$ cat src/hdl/cad_pkg.sv
// Shared types, field layout and codes of the collision-avoidance drive arbiter.
`timescale 1ns / 1ps

package cad_pkg;

    // Input word layout (tdata), lowest bit first.
    localparam int InTdataW    = 88;
    localparam int InNowLo     = 0;
    localparam int InAxLo      = 32;
    localparam int InAyLo      = 48;
    localparam int InEchoLo    = 64;
    localparam int InCrashBit  = 79;
    localparam int InObstBit   = 80;
    localparam int InDirLo     = 81;

    // Output word layout (tdata), lowest bit first.
    localparam int OutTdataW   = 48;
    localparam int OutScnLo    = 0;
    localparam int OutMsgLo    = 3;
    localparam int OutSpeedLo  = 5;
    localparam int OutSteerLo  = 13;
    localparam int OutLpwmLo   = 15;
    localparam int OutRpwmLo   = 23;
    localparam int OutBrakeBit = 31;
    localparam int OutEmergBit = 32;
    localparam int OutOwnBit   = 33;
    localparam int OutPlatBit  = 34;
    localparam int OutDistLo   = 35;
    localparam int OutZoneLo   = 45;

    localparam int CfgAddrW = 3;
    localparam int CfgDataW = 16;

    typedef enum logic [CfgAddrW-1:0] {
        REG_CRASH_LIMIT  = 3'd0,
        REG_CRITICAL_CM  = 3'd1,
        REG_DANGER_CM    = 3'd2,
        REG_WARNING_CM   = 3'd3,
        REG_LINK_TIMEOUT = 3'd4,
        REG_SLOW_SPEED   = 3'd5,
        REG_MEDIUM_SPEED = 3'd6,
        REG_FAST_SPEED   = 3'd7
    } t_cfg_reg;

    // Register reset values.
    localparam logic [14:0] RstCrashLimit = 15'd12000;
    localparam logic [8:0]  RstCriticalCm = 9'd11;
    localparam logic [8:0]  RstDangerCm   = 9'd20;
    localparam logic [8:0]  RstWarningCm  = 9'd50;
    localparam logic [15:0] RstLinkTmo    = 16'd2000;
    localparam logic [7:0]  RstSlowSpeed  = 8'd80;
    localparam logic [7:0]  RstMedSpeed   = 8'd160;
    localparam logic [7:0]  RstFastSpeed  = 8'd220;

    // Scenario codes.
    localparam logic [2:0] ScnCollision = 3'd1;
    localparam logic [2:0] ScnSlowDown  = 3'd2;
    localparam logic [2:0] ScnCrash     = 3'd3;
    localparam logic [2:0] ScnObstacle  = 3'd4;
    localparam logic [2:0] ScnPlatoon   = 3'd5;

    // Message kinds.
    localparam logic [1:0] MsgNormal    = 2'd1;
    localparam logic [1:0] MsgWarning   = 2'd2;
    localparam logic [1:0] MsgEmergency = 2'd3;

    // Zones.
    localparam logic [1:0] ZoneSafe     = 2'd0;
    localparam logic [1:0] ZoneWarning  = 2'd1;
    localparam logic [1:0] ZoneDanger   = 2'd2;
    localparam logic [1:0] ZoneCritical = 2'd3;

    // Steering codes (two's complement).
    localparam logic [1:0] SteerStraight = 2'b00;
    localparam logic [1:0] SteerRight    = 2'b01;
    localparam logic [1:0] SteerLeft     = 2'b11;

    // Distance conversion: cm = echo_us * 17 / 1000.
    localparam logic [9:0]  DistFar       = 10'd999;
    localparam logic [19:0] ScaledMax     = 20'd400000;
    // floor(x / 1000) == (x * RecipMul) >> RecipShift for every x up to ScaledMax.
    localparam int          RecipShift    = 28;
    localparam logic [18:0] RecipMul      = 19'd268436;

endpackage

$ cat src/hdl/collision_avoid_drive_arbiter.sv
// Top level of the collision-avoidance drive arbiter.
`timescale 1ns / 1ps
//
// Channel   Direction  Handshake                     Payload
// s_axis    in         i_s_axis_tvalid/o_..._tready  tdata: sensor or peer word, tuser: opcode
// m_axis    out        o_m_axis_tvalid/i_..._tready  tdata: drive decision word
// cfg       in         i_cfg_valid/o_cfg_ready       i_cfg_addr register index, i_cfg_data
//
// One word is accepted per cycle while the input side is not stalled. A control word is
// registered in the input register and its decision is then registered in the output
// register. Peer words update the link state and produce no output. The input side stalls
// only while a control word waits behind an output word that is not taken. Reset is
// synchronous, active low, and restores the register defaults and clears the peer state.

module collision_avoid_drive_arbiter (
    input  logic                           i_clk,
    input  logic                           i_rst_n,
    input  logic                           i_s_axis_tvalid,
    output logic                           o_s_axis_tready,
    // tdata: now_ms[31:0], accel_x[47:32], accel_y[63:48], echo_us[78:64],
    // peer_crash[79], peer_obstacle[80], peer_direction[82:81], zero[87:83]
    input  logic [cad_pkg::InTdataW-1:0]   i_s_axis_tdata,
    // tuser: opcode[0]
    input  logic                           i_s_axis_tuser,
    output logic                           o_m_axis_tvalid,
    input  logic                           i_m_axis_tready,
    // tdata: scenario[2:0], message_kind[4:3], speed[12:5], steer[14:13],
    // left_pwm[22:15], right_pwm[30:23], braking[31], emergency[32], own_crash[33],
    // platoon[34], range_cm[44:35], zone[46:45], zero[47]
    output logic [cad_pkg::OutTdataW-1:0]  o_m_axis_tdata,
    input  logic                           i_cfg_valid,
    output logic                           o_cfg_ready,
    input  logic [cad_pkg::CfgAddrW-1:0]   i_cfg_addr,
    input  logic [cad_pkg::CfgDataW-1:0]   i_cfg_data
);
    import cad_pkg::*;

    // Configuration registers.
    logic [14:0] r_crash_limit;
    logic [8:0]  r_critical_cm;
    logic [8:0]  r_danger_cm;
    logic [8:0]  r_warning_cm;
    logic [15:0] r_link_tmo;
    logic [7:0]  r_slow_speed;
    logic [7:0]  r_med_speed;
    logic [7:0]  r_fast_speed;

    // Peer state.
    logic [31:0] r_peer_last;
    logic        r_peer_seen;
    logic        r_peer_crash;
    logic        r_peer_obst;
    logic [1:0]  r_peer_dir;

    // Input register.
    logic        r_s1_valid;
    logic        r_s1_op;
    logic [31:0] r_s1_now;
    logic [15:0] r_s1_ax;
    logic [15:0] r_s1_ay;
    logic [14:0] r_s1_echo;
    logic        r_s1_pcrash;
    logic        r_s1_pobst;
    logic [1:0]  r_s1_pdir;

    // Output register.
    logic                 r_out_valid;
    logic [OutTdataW-1:0] r_out_data;
    logic [OutTdataW-1:0] n_out_data;

    logic w_out_free;
    logic w_s1_go;
    logic w_s_accept;

    logic [19:0] w_scaled;
    logic        w_far;
    logic [38:0] w_prod;
    logic [9:0]  w_dist;
    logic [1:0]  w_zone;
    logic [31:0] w_age;
    logic        w_live;
    logic        w_own;

    logic [2:0] n_scn;
    logic [1:0] n_msg;
    logic [7:0] n_spd;
    logic [1:0] n_steer;
    logic [7:0] n_lp;
    logic [7:0] n_rp;
    logic       n_brake;
    logic       n_emerg;
    logic       n_plat;

    function automatic logic [19:0] cm_to_scaled(input logic [8:0] cm);
        return 20'(cm) * 20'd1000;
    endfunction

    function automatic logic [16:0] abs16(input logic [15:0] v);
        logic [16:0] ext;
        ext = {v[15], v};
        return v[15] ? (17'd0 - ext) : ext;
    endfunction

    // Handshake.
    assign w_out_free      = !r_out_valid || i_m_axis_tready;
    assign w_s1_go         = r_s1_valid && (r_s1_op || w_out_free);
    assign o_s_axis_tready = !r_s1_valid || w_s1_go;
    assign w_s_accept      = i_s_axis_tvalid && o_s_axis_tready;
    assign o_m_axis_tvalid = r_out_valid;
    assign o_m_axis_tdata  = r_out_data;
    assign o_cfg_ready     = 1'b1;

    // Distance and zone.
    assign w_scaled = 20'({r_s1_echo, 4'd0}) + 20'(r_s1_echo);
    assign w_far    = (r_s1_echo == 15'd0) || (w_scaled > ScaledMax);
    assign w_prod   = 39'(w_scaled) * 39'(RecipMul);
    assign w_dist   = w_far ? DistFar : w_prod[RecipShift +: 10];

    always_comb begin
        if (w_far) begin
            w_zone = ZoneSafe;
        end else if (w_scaled <= cm_to_scaled(r_critical_cm)) begin
            w_zone = ZoneCritical;
        end else if (w_scaled <= cm_to_scaled(r_danger_cm)) begin
            w_zone = ZoneDanger;
        end else if (w_scaled <= cm_to_scaled(r_warning_cm)) begin
            w_zone = ZoneWarning;
        end else begin
            w_zone = ZoneSafe;
        end
    end

    // Link liveness uses the wrapping age of the last peer word.
    assign w_age  = r_s1_now - r_peer_last;
    assign w_live = r_peer_seen && (w_age < 32'(r_link_tmo));
    assign w_own  = (abs16(r_s1_ax) > 17'(r_crash_limit))
                 || (abs16(r_s1_ay) > 17'(r_crash_limit));

    // Priority pick.
    always_comb begin
        n_scn   = ScnPlatoon;
        n_msg   = MsgNormal;
        n_spd   = r_fast_speed;
        n_steer = SteerStraight;
        n_lp    = r_fast_speed;
        n_rp    = r_fast_speed;
        n_brake = 1'b0;
        n_emerg = 1'b0;
        n_plat  = 1'b1;
        if (w_own || (w_live && r_peer_crash)) begin
            n_scn   = ScnCrash;
            n_msg   = MsgEmergency;
            n_spd   = 8'd0;
            n_lp    = 8'd0;
            n_rp    = 8'd0;
            n_brake = 1'b1;
            n_emerg = 1'b1;
            n_plat  = 1'b0;
        end else if (w_zone == ZoneCritical) begin
            n_scn   = ScnCollision;
            n_msg   = MsgEmergency;
            n_spd   = 8'd0;
            n_lp    = 8'd0;
            n_rp    = 8'd0;
            n_brake = 1'b1;
            n_emerg = 1'b1;
            n_plat  = 1'b0;
        end else if (w_live && r_peer_obst) begin
            n_scn  = ScnObstacle;
            n_msg  = MsgWarning;
            n_spd  = r_med_speed;
            n_plat = 1'b0;
            // Only an explicit right turn goes right; every other pattern turns left.
            if (r_peer_dir == SteerRight) begin
                n_steer = SteerRight;
                n_lp    = r_med_speed;
                n_rp    = {1'b0, r_med_speed[7:1]};
            end else begin
                n_steer = SteerLeft;
                n_lp    = {1'b0, r_med_speed[7:1]};
                n_rp    = r_med_speed;
            end
        end else if (w_zone == ZoneDanger) begin
            n_scn  = ScnSlowDown;
            n_msg  = MsgWarning;
            n_spd  = r_slow_speed;
            n_lp   = r_slow_speed;
            n_rp   = r_slow_speed;
            n_plat = 1'b0;
        end else if (w_zone == ZoneWarning) begin
            n_scn  = ScnSlowDown;
            n_msg  = MsgWarning;
            n_spd  = r_med_speed;
            n_lp   = r_med_speed;
            n_rp   = r_med_speed;
            n_plat = 1'b0;
        end
    end

    assign n_out_data = {1'b0, w_zone, w_dist, n_plat, w_own, n_emerg, n_brake,
                         n_rp, n_lp, n_steer, n_spd, n_msg, n_scn};

    // Control state.
    always_ff @(posedge i_clk) begin
        if (!i_rst_n) begin
            r_s1_valid    <= 1'b0;
            r_out_valid   <= 1'b0;
            r_peer_last   <= 32'd0;
            r_peer_seen   <= 1'b0;
            r_peer_crash  <= 1'b0;
            r_peer_obst   <= 1'b0;
            r_peer_dir    <= SteerStraight;
            r_crash_limit <= RstCrashLimit;
            r_critical_cm <= RstCriticalCm;
            r_danger_cm   <= RstDangerCm;
            r_warning_cm  <= RstWarningCm;
            r_link_tmo    <= RstLinkTmo;
            r_slow_speed  <= RstSlowSpeed;
            r_med_speed   <= RstMedSpeed;
            r_fast_speed  <= RstFastSpeed;
        end else begin
            if (o_s_axis_tready) begin
                r_s1_valid <= i_s_axis_tvalid;
            end
            if (w_out_free) begin
                r_out_valid <= w_s1_go && !r_s1_op;
            end
            if (w_s1_go && r_s1_op) begin
                r_peer_last  <= r_s1_now;
                r_peer_seen  <= 1'b1;
                r_peer_crash <= r_s1_pcrash;
                r_peer_obst  <= r_s1_pobst;
                r_peer_dir   <= r_s1_pdir;
            end
            if (i_cfg_valid) begin
                case (t_cfg_reg'(i_cfg_addr))
                    REG_CRASH_LIMIT:  r_crash_limit <= i_cfg_data[14:0];
                    REG_CRITICAL_CM:  r_critical_cm <= i_cfg_data[8:0];
                    REG_DANGER_CM:    r_danger_cm   <= i_cfg_data[8:0];
                    REG_WARNING_CM:   r_warning_cm  <= i_cfg_data[8:0];
                    REG_LINK_TIMEOUT: r_link_tmo    <= i_cfg_data;
                    REG_SLOW_SPEED:   r_slow_speed  <= i_cfg_data[7:0];
                    REG_MEDIUM_SPEED: r_med_speed   <= i_cfg_data[7:0];
                    REG_FAST_SPEED:   r_fast_speed  <= i_cfg_data[7:0];
                    default: begin
                    end
                endcase
            end
        end
    end

    // Payload registers.
    always_ff @(posedge i_clk) begin
        if (w_s_accept) begin
            r_s1_op     <= i_s_axis_tuser;
            r_s1_now    <= i_s_axis_tdata[InNowLo +: 32];
            r_s1_ax     <= i_s_axis_tdata[InAxLo +: 16];
            r_s1_ay     <= i_s_axis_tdata[InAyLo +: 16];
            r_s1_echo   <= i_s_axis_tdata[InEchoLo +: 15];
            r_s1_pcrash <= i_s_axis_tdata[InCrashBit];
            r_s1_pobst  <= i_s_axis_tdata[InObstBit];
            r_s1_pdir   <= i_s_axis_tdata[InDirLo +: 2];
        end
        if (w_out_free && w_s1_go && !r_s1_op) begin
            r_out_data <= n_out_data;
        end
    end

endmodule

$ cat config.mk
export PLATFORM = sky130hd
export DESIGN_NAME = collision_avoid_drive_arbiter
export DESIGN_NICKNAME = d
export VERILOG_FILES = /design/src/hdl/cad_pkg.sv /design/src/hdl/collision_avoid_drive_arbiter.sv
export SDC_FILE = /design/constraint.sdc
export NUM_CORES = 1
export LEC_CHECK = 0
export ABC_CLOCK_PERIOD_IN_PS = 9350
export BUFFER_PORTS_ARGS = -buffer_cell sky130_fd_sc_hd__buf_4
export CORE_MARGIN = 2
export CORE_UTILIZATION = 55
export CTS_CLUSTER_DIAMETER = 200
export DETAILED_ROUTE_END_ITERATION = 16
export PLACE_DENSITY = 0.74
export REMOVE_ABC_BUFFERS = 1
export SETUP_SLACK_MARGIN = 0.5
export SLEW_MARGIN = 10
export SYNTH_ARGS = -nofsm -noshare
export SYNTH_HDL_FRONTEND = slang
export SYNTH_SLANG_ARGS = --single-unit
$ cat constraint.sdc
create_clock -name i_clk -period 9.35 [get_ports i_clk]
set_input_delay 0.935 -clock i_clk [delete_from_list [all_inputs] [get_ports i_clk]]
set_output_delay 0.935 -clock i_clk [all_outputs]
set_load 0.05 [all_outputs]
# Word-level counts from Yosys, hierarchy flattened
# Index checks and enable logic that the tools add are counted.
# totals
regBits	252
input_bits	113
output_inout_bits	51
# op_classes
n_addsub	4
multipliers	4
order_cmp	7
eq_ne	11
muxes	24
n_bitwise	1
reduce_logical	31
# ops
op	n
$le 20x19->1	3
$mux 8	7
$mul 9x7->16 const B	3
$mul 20x17->36 const B	1
$gt 17x15->1	2
$mux 17	2
$sub 1x16->17 const A	2
$lt 32x16->1	1
$sub 32x32->32	1
$add 19x15->20	1
$gt 20x19->1 const B	1
$reduce_and 2->1	8
$logic_not 15->1	1
$eq 3x3->1 const B	4
$mux 2	6
$logic_and 1x1->1	9
$mux 3	3
$eq 3x2->1 const B	2
$logic_or 1x1->1	6
$mux 1	6
$eq 2x1->1 const B	2
$eq 2x2->1 const B	2
$reduce_or 4->1	1
$eq 3x1->1 const B	1
other kinds (5)	7

# Logic depth before layout (Yosys ltp)
# depth
ltp_word	11
mapped_depth	32
depth_no_buf	32

# Worst setup path after synthesis
# OpenSTA, ideal clock, no wires.
# synth_timing
path_kind	reg2reg
startpoint	register r_s1_echo[1]
endpoint	register r_out_data[44], in the netlist o_m_axis_tdata[44], data pin
t_arrival_ps	7378
required_ps	9083
path_slack_ps	1704
path_stages_with_launch	26
period_less_slack_ps	7646
cell_sequence	edfxtp_1 -> ha_1 -> a21oi_1 -> o211ai_1 -> o41ai_1 -> nor2b_1 -> o21a_1 -> o41ai_1 -> nor2_1 -> xor2_1 -> ha_1 -> fa_1 -> fa_1 -> fa_1 -> fa_1 -> ha_1 -> nand4_1 -> o31ai_1 -> a311o_1 -> a31oi_1 -> o41ai_1 -> nand3_1 -> a311oi_1 -> nor2b_1 -> xnor2_1 -> nand2_1
# synth_between
elab_chain_cells	3
# synth_rtl
item	line_no	text
from (decl)	collision_avoid_drive_arbiter.sv:61	logic [14:0] r_s1_echo;
from (signal assigned)	collision_avoid_drive_arbiter.sv:259	r_s1_echo <= i_s_axis_tdata[InEchoLo +: 15];
parallel branches: the longest is 3 deep, another holds $mul 20x17->36	-	
to (signal assigned)	collision_avoid_drive_arbiter.sv:265	r_out_data <= n_out_data;
to (decl)	collision_avoid_drive_arbiter.sv:68	logic [OutTdataW-1:0] r_out_data;
# Parallel ways; which one is timed is not known.
# A chain may end at the register's enable or synchronous reset.

# Final worst setup path
# layout_timing
startpoint	register r_s1_echo[0]
endpoint	register r_out_data[42], in the netlist o_m_axis_tdata[42], data pin
# Same word-level chain as after synthesis.

==> results.json <==
{
  "ys_types": 67,
  "setup_tns_ns": 0,
  "ys_seq_area_share_pct": 27.52,
  "r2r_start": "r_s1_echo[0]",
  "drive_gt1_share_pct": 9.618,
  "min_path_cells": 2,
  "drc": 0,
  "timing.final.crit_share_pct": 88.81,
  "grt_pass1_vias": 17710,
  "ff2ff_setup_slack_ns": 1.05,
  "worst_pin_slew_ns": 0.8761,
  "maxCapViolCount": 0,
  "antenna_found_initial": 0,
  "ys_top_cells_by_area": "ha_1 (23%), edfxtp_1 (17%), fa_1 (12%)",
  "cts_buffers": 29,
  "worst-path-max-fanout": 6,
  "required_ns": 9.65,
  "die_y_um": 208.0,
  "ioPinCount": 164,
  "dpl.hpwl_um": 40070,
  "vias": 17240,
  "setup-violations-final": 0,
  "slowest_delay_ns": 0.53,
  "min_from": "r_peer_last[11]",
  "crit_slowest_cell": "fa_1",
  "row_count": 74,
  "grt_pass1_wl_um": 85040,
  "fin_worst_skew_ns": 0.01755,
  "clk_latency_ns": 0.59,
  "startpoint_type": "register",
  "synth_top_area_share_pct": 23.30,
  "outcome": "complete, no violations",
  "drt-total-wl_um": 50490,
  "relSlewSlack_pct": 41.60,
  "worstHoldEndpoint": "r_peer_last[11]",
  "fmax_mhz": 120.4,
  "clkTransAtPathRegs_ns": 0.06,
  "peakVddDrop_uv": 231.5,
  "initial_core_util_pct": 55.90,
  "die_area_um2": 43240,
  "hold_violations": 0,
  "synth.avg_cell_area_um2": 9.450,
  "multi_input_area_um2": 14970,
  "post-cts-setup-buffers": 0,
  "async_flop_share_pct": 0,
  "mappedNetlistArea_um2": 22880,
  "ys_warn_count": 0,
  "synth_ff_type": "edfxtp_1",
  "register_area_um2": 6296,
  "clock_path_buffers": 3,
  "powerDensity_nw_per_um2": 223.1,
  "syn_to_final_growth_pct": 11.75,
  "first_pass_iters": 5,
  "min_period_ns": 8.304,
  "reg2reg_depth": 31,
  "die_w_um": 208.0,
  "cp.arrival_ns": 8.60,
  "nets": 3237,
  "reg2reg_to": "o_m_axis_tdata[42]",
  "slew_violations": 0,
  "cp-end-kind": "register",
  "synth-edff-count": 129,
  "globalRouteOverflowTotal": 0,
  "syn-instance-count": 2421,
  "crit_type": "reg2reg",
  "mostFrequentLayoutCells": "ha_1 (426), inv_1 (368), nand2_1 (321)",
  "cts.htree.levels": 1,
  "initialDrtViolationCount": 752,
  "grtUsageTotal_pct": 23.49,
  "rsz0062_at_grt": "false",
  "yosysTopAreaCell": "ha_1",
  "fillers": 3384,
  "io_buffers": 156,
  "wl_per_cell_um": 16.17,
  "power_uw": 5705,
  "routabilityCongestion": 0.8742,
  "ant_nets": 0,
  "ys_ff_latch": 250,
  "min_path_type": "reg2reg",
  "coreArea_um2": 40920,
  "p_leak_uw": 0.01201,
  "cts_tree": "yes",
  "via_per_inst": 5.521,
  "grt_max_degree": 89,
  "cts_root_buf": "clkbuf_16",
  "cts.sinks": 250,
  "final_common_cell": "ha_1"
}
[cell type report]
cell class / count / area share [%]
Timing Repair Buffer: 175 / 5.139
Sequential cell: 250 / 24.63
Inverter: 368 / 5.403
Clock inverter: 15 / 0.5481
Tap cell: 532 / 2.604
Antenna cell: 1 / 0.009788
Clock buffer: 39 / 3.103
Multi-Input combinational cell: 1742 / 58.57
[how the worst max path moves through the flow]
stage	startpoint	depth (start not counted)	endpoint
6_report	r_s1_echo[0]	31	o_m_axis_tdata[42]
3_3_place_gp	r_s1_echo[0]	32	o_m_axis_tdata[44]
4_1_cts	r_s1_echo[0]	32	o_m_axis_tdata[44]
5_1_grt	r_s1_echo[0]	31	o_m_axis_tdata[44]
2_1_floorplan	r_s1_echo[1]	25	o_m_axis_tdata[44]
3_5_place_dp	r_s1_echo[0]	32	o_m_axis_tdata[44]
[cells in the mapped netlist (4+ instances only)]
cell type and number:
buf_4 14, edfxtp_1 129, a31oi_1 24, fa_1 132
o41ai_1 9, o21ai_1 6, a21o_1 43, nor3_1 24
or2_2 4, nor4_1 9, o21a_1 15, ha_1 426
inv_1 368, or3_1 10, o21ai_0 70, nand2b_1 35
or4_1 6, xor2_1 30, nor2_1 82, dfxtp_1 121
nor2b_1 25, and3_1 5, buf_1 6, o21bai_1 13
a21boi_0 90, and4_1 4, mux2i_1 18, nand2_1 321
xnor2_1 79, o31ai_1 15, a21oi_1 89, and2_1 8
nand3_1 43, o211ai_1 31, nand4_1 26, clkbuf_1 37
[stage by stage]
step | util, % | worst slack (ns) | instances | instance area [um^2] | hold slack [ns]
after detailed placement | 60.09 | 0.5802 | 3067 | 24590 | 0.4581
after global placement | 60.09 | 0.8647 | 3067 | 24590 | 0.4521
after CTS | 62.37 | 0.5410 | 3121 | 25520 | 0.4675
after floorplan | - | 1.702 | 2360 | 22570 | 0.4378
final | 62.47 | 1.046 | 3122 | 25570 | 0.4627
after global routing | 62.46 | 0.5714 | 3121 | 25560 | 0.4893
[registers in the layout, indices dropped and copies added (netlist names), 15 cells and up]
signal and cells:
r_s1_ay 16, r_peer_last 32, r_s1_echo 15, r_crash_limit 15, r_s1_ax 16, r_link_tmo 16
r_s1_now 32, o_m_axis_tdata 45
[power by group]
group          total (uW)  internal (uW)  leakage [uW]  switching, uW
Clock                1110            629      0.000451            478
Combinational        3320           1430       0.00933           1890
Sequential           1280           1240       0.00223           38.5
Total                5700           3300        0.0120           2410
[cell families after synthesis]
group / synth area share [%]
AND/OR/NAND/NOR: 12.04
adder cells (fa/ha/maj): 34.85
AO/OA/AOI/OAI: 13.17
buffers and inverters: 7.383
flip-flops: 27.52
XOR/XNOR: 4.173
multiplexers: 0.8367
other: 0.03283
[repair_timing]
item / in CTS / in global routing
resized for setup: 0 / 6
hold buffers: 0 / 0
setup endpoints to repair: 0 / 4
[routing by layer]
layer  vias to the layer above  track usage, %  part of all wire, %
met5                         -               0                    0
met3                        87           2.596                  3.7
li1                       8533               -                    -
met2                       336           42.48                   50
met1                      8280           29.74                   44
met4                         0           6.310                  2.5
[worst max-delay path, delay by kind of cell, from the launching register on]
kind	cells	cell delay [ns]
buf+inv	1	0.25
compound gates	13	2.94
simple gates	7	0.84
fa+ha+maj	8	3.02
flops	1	0.51
xor+xnor	2	0.47
Note: power is estimated with default switching activity, not from simulation.
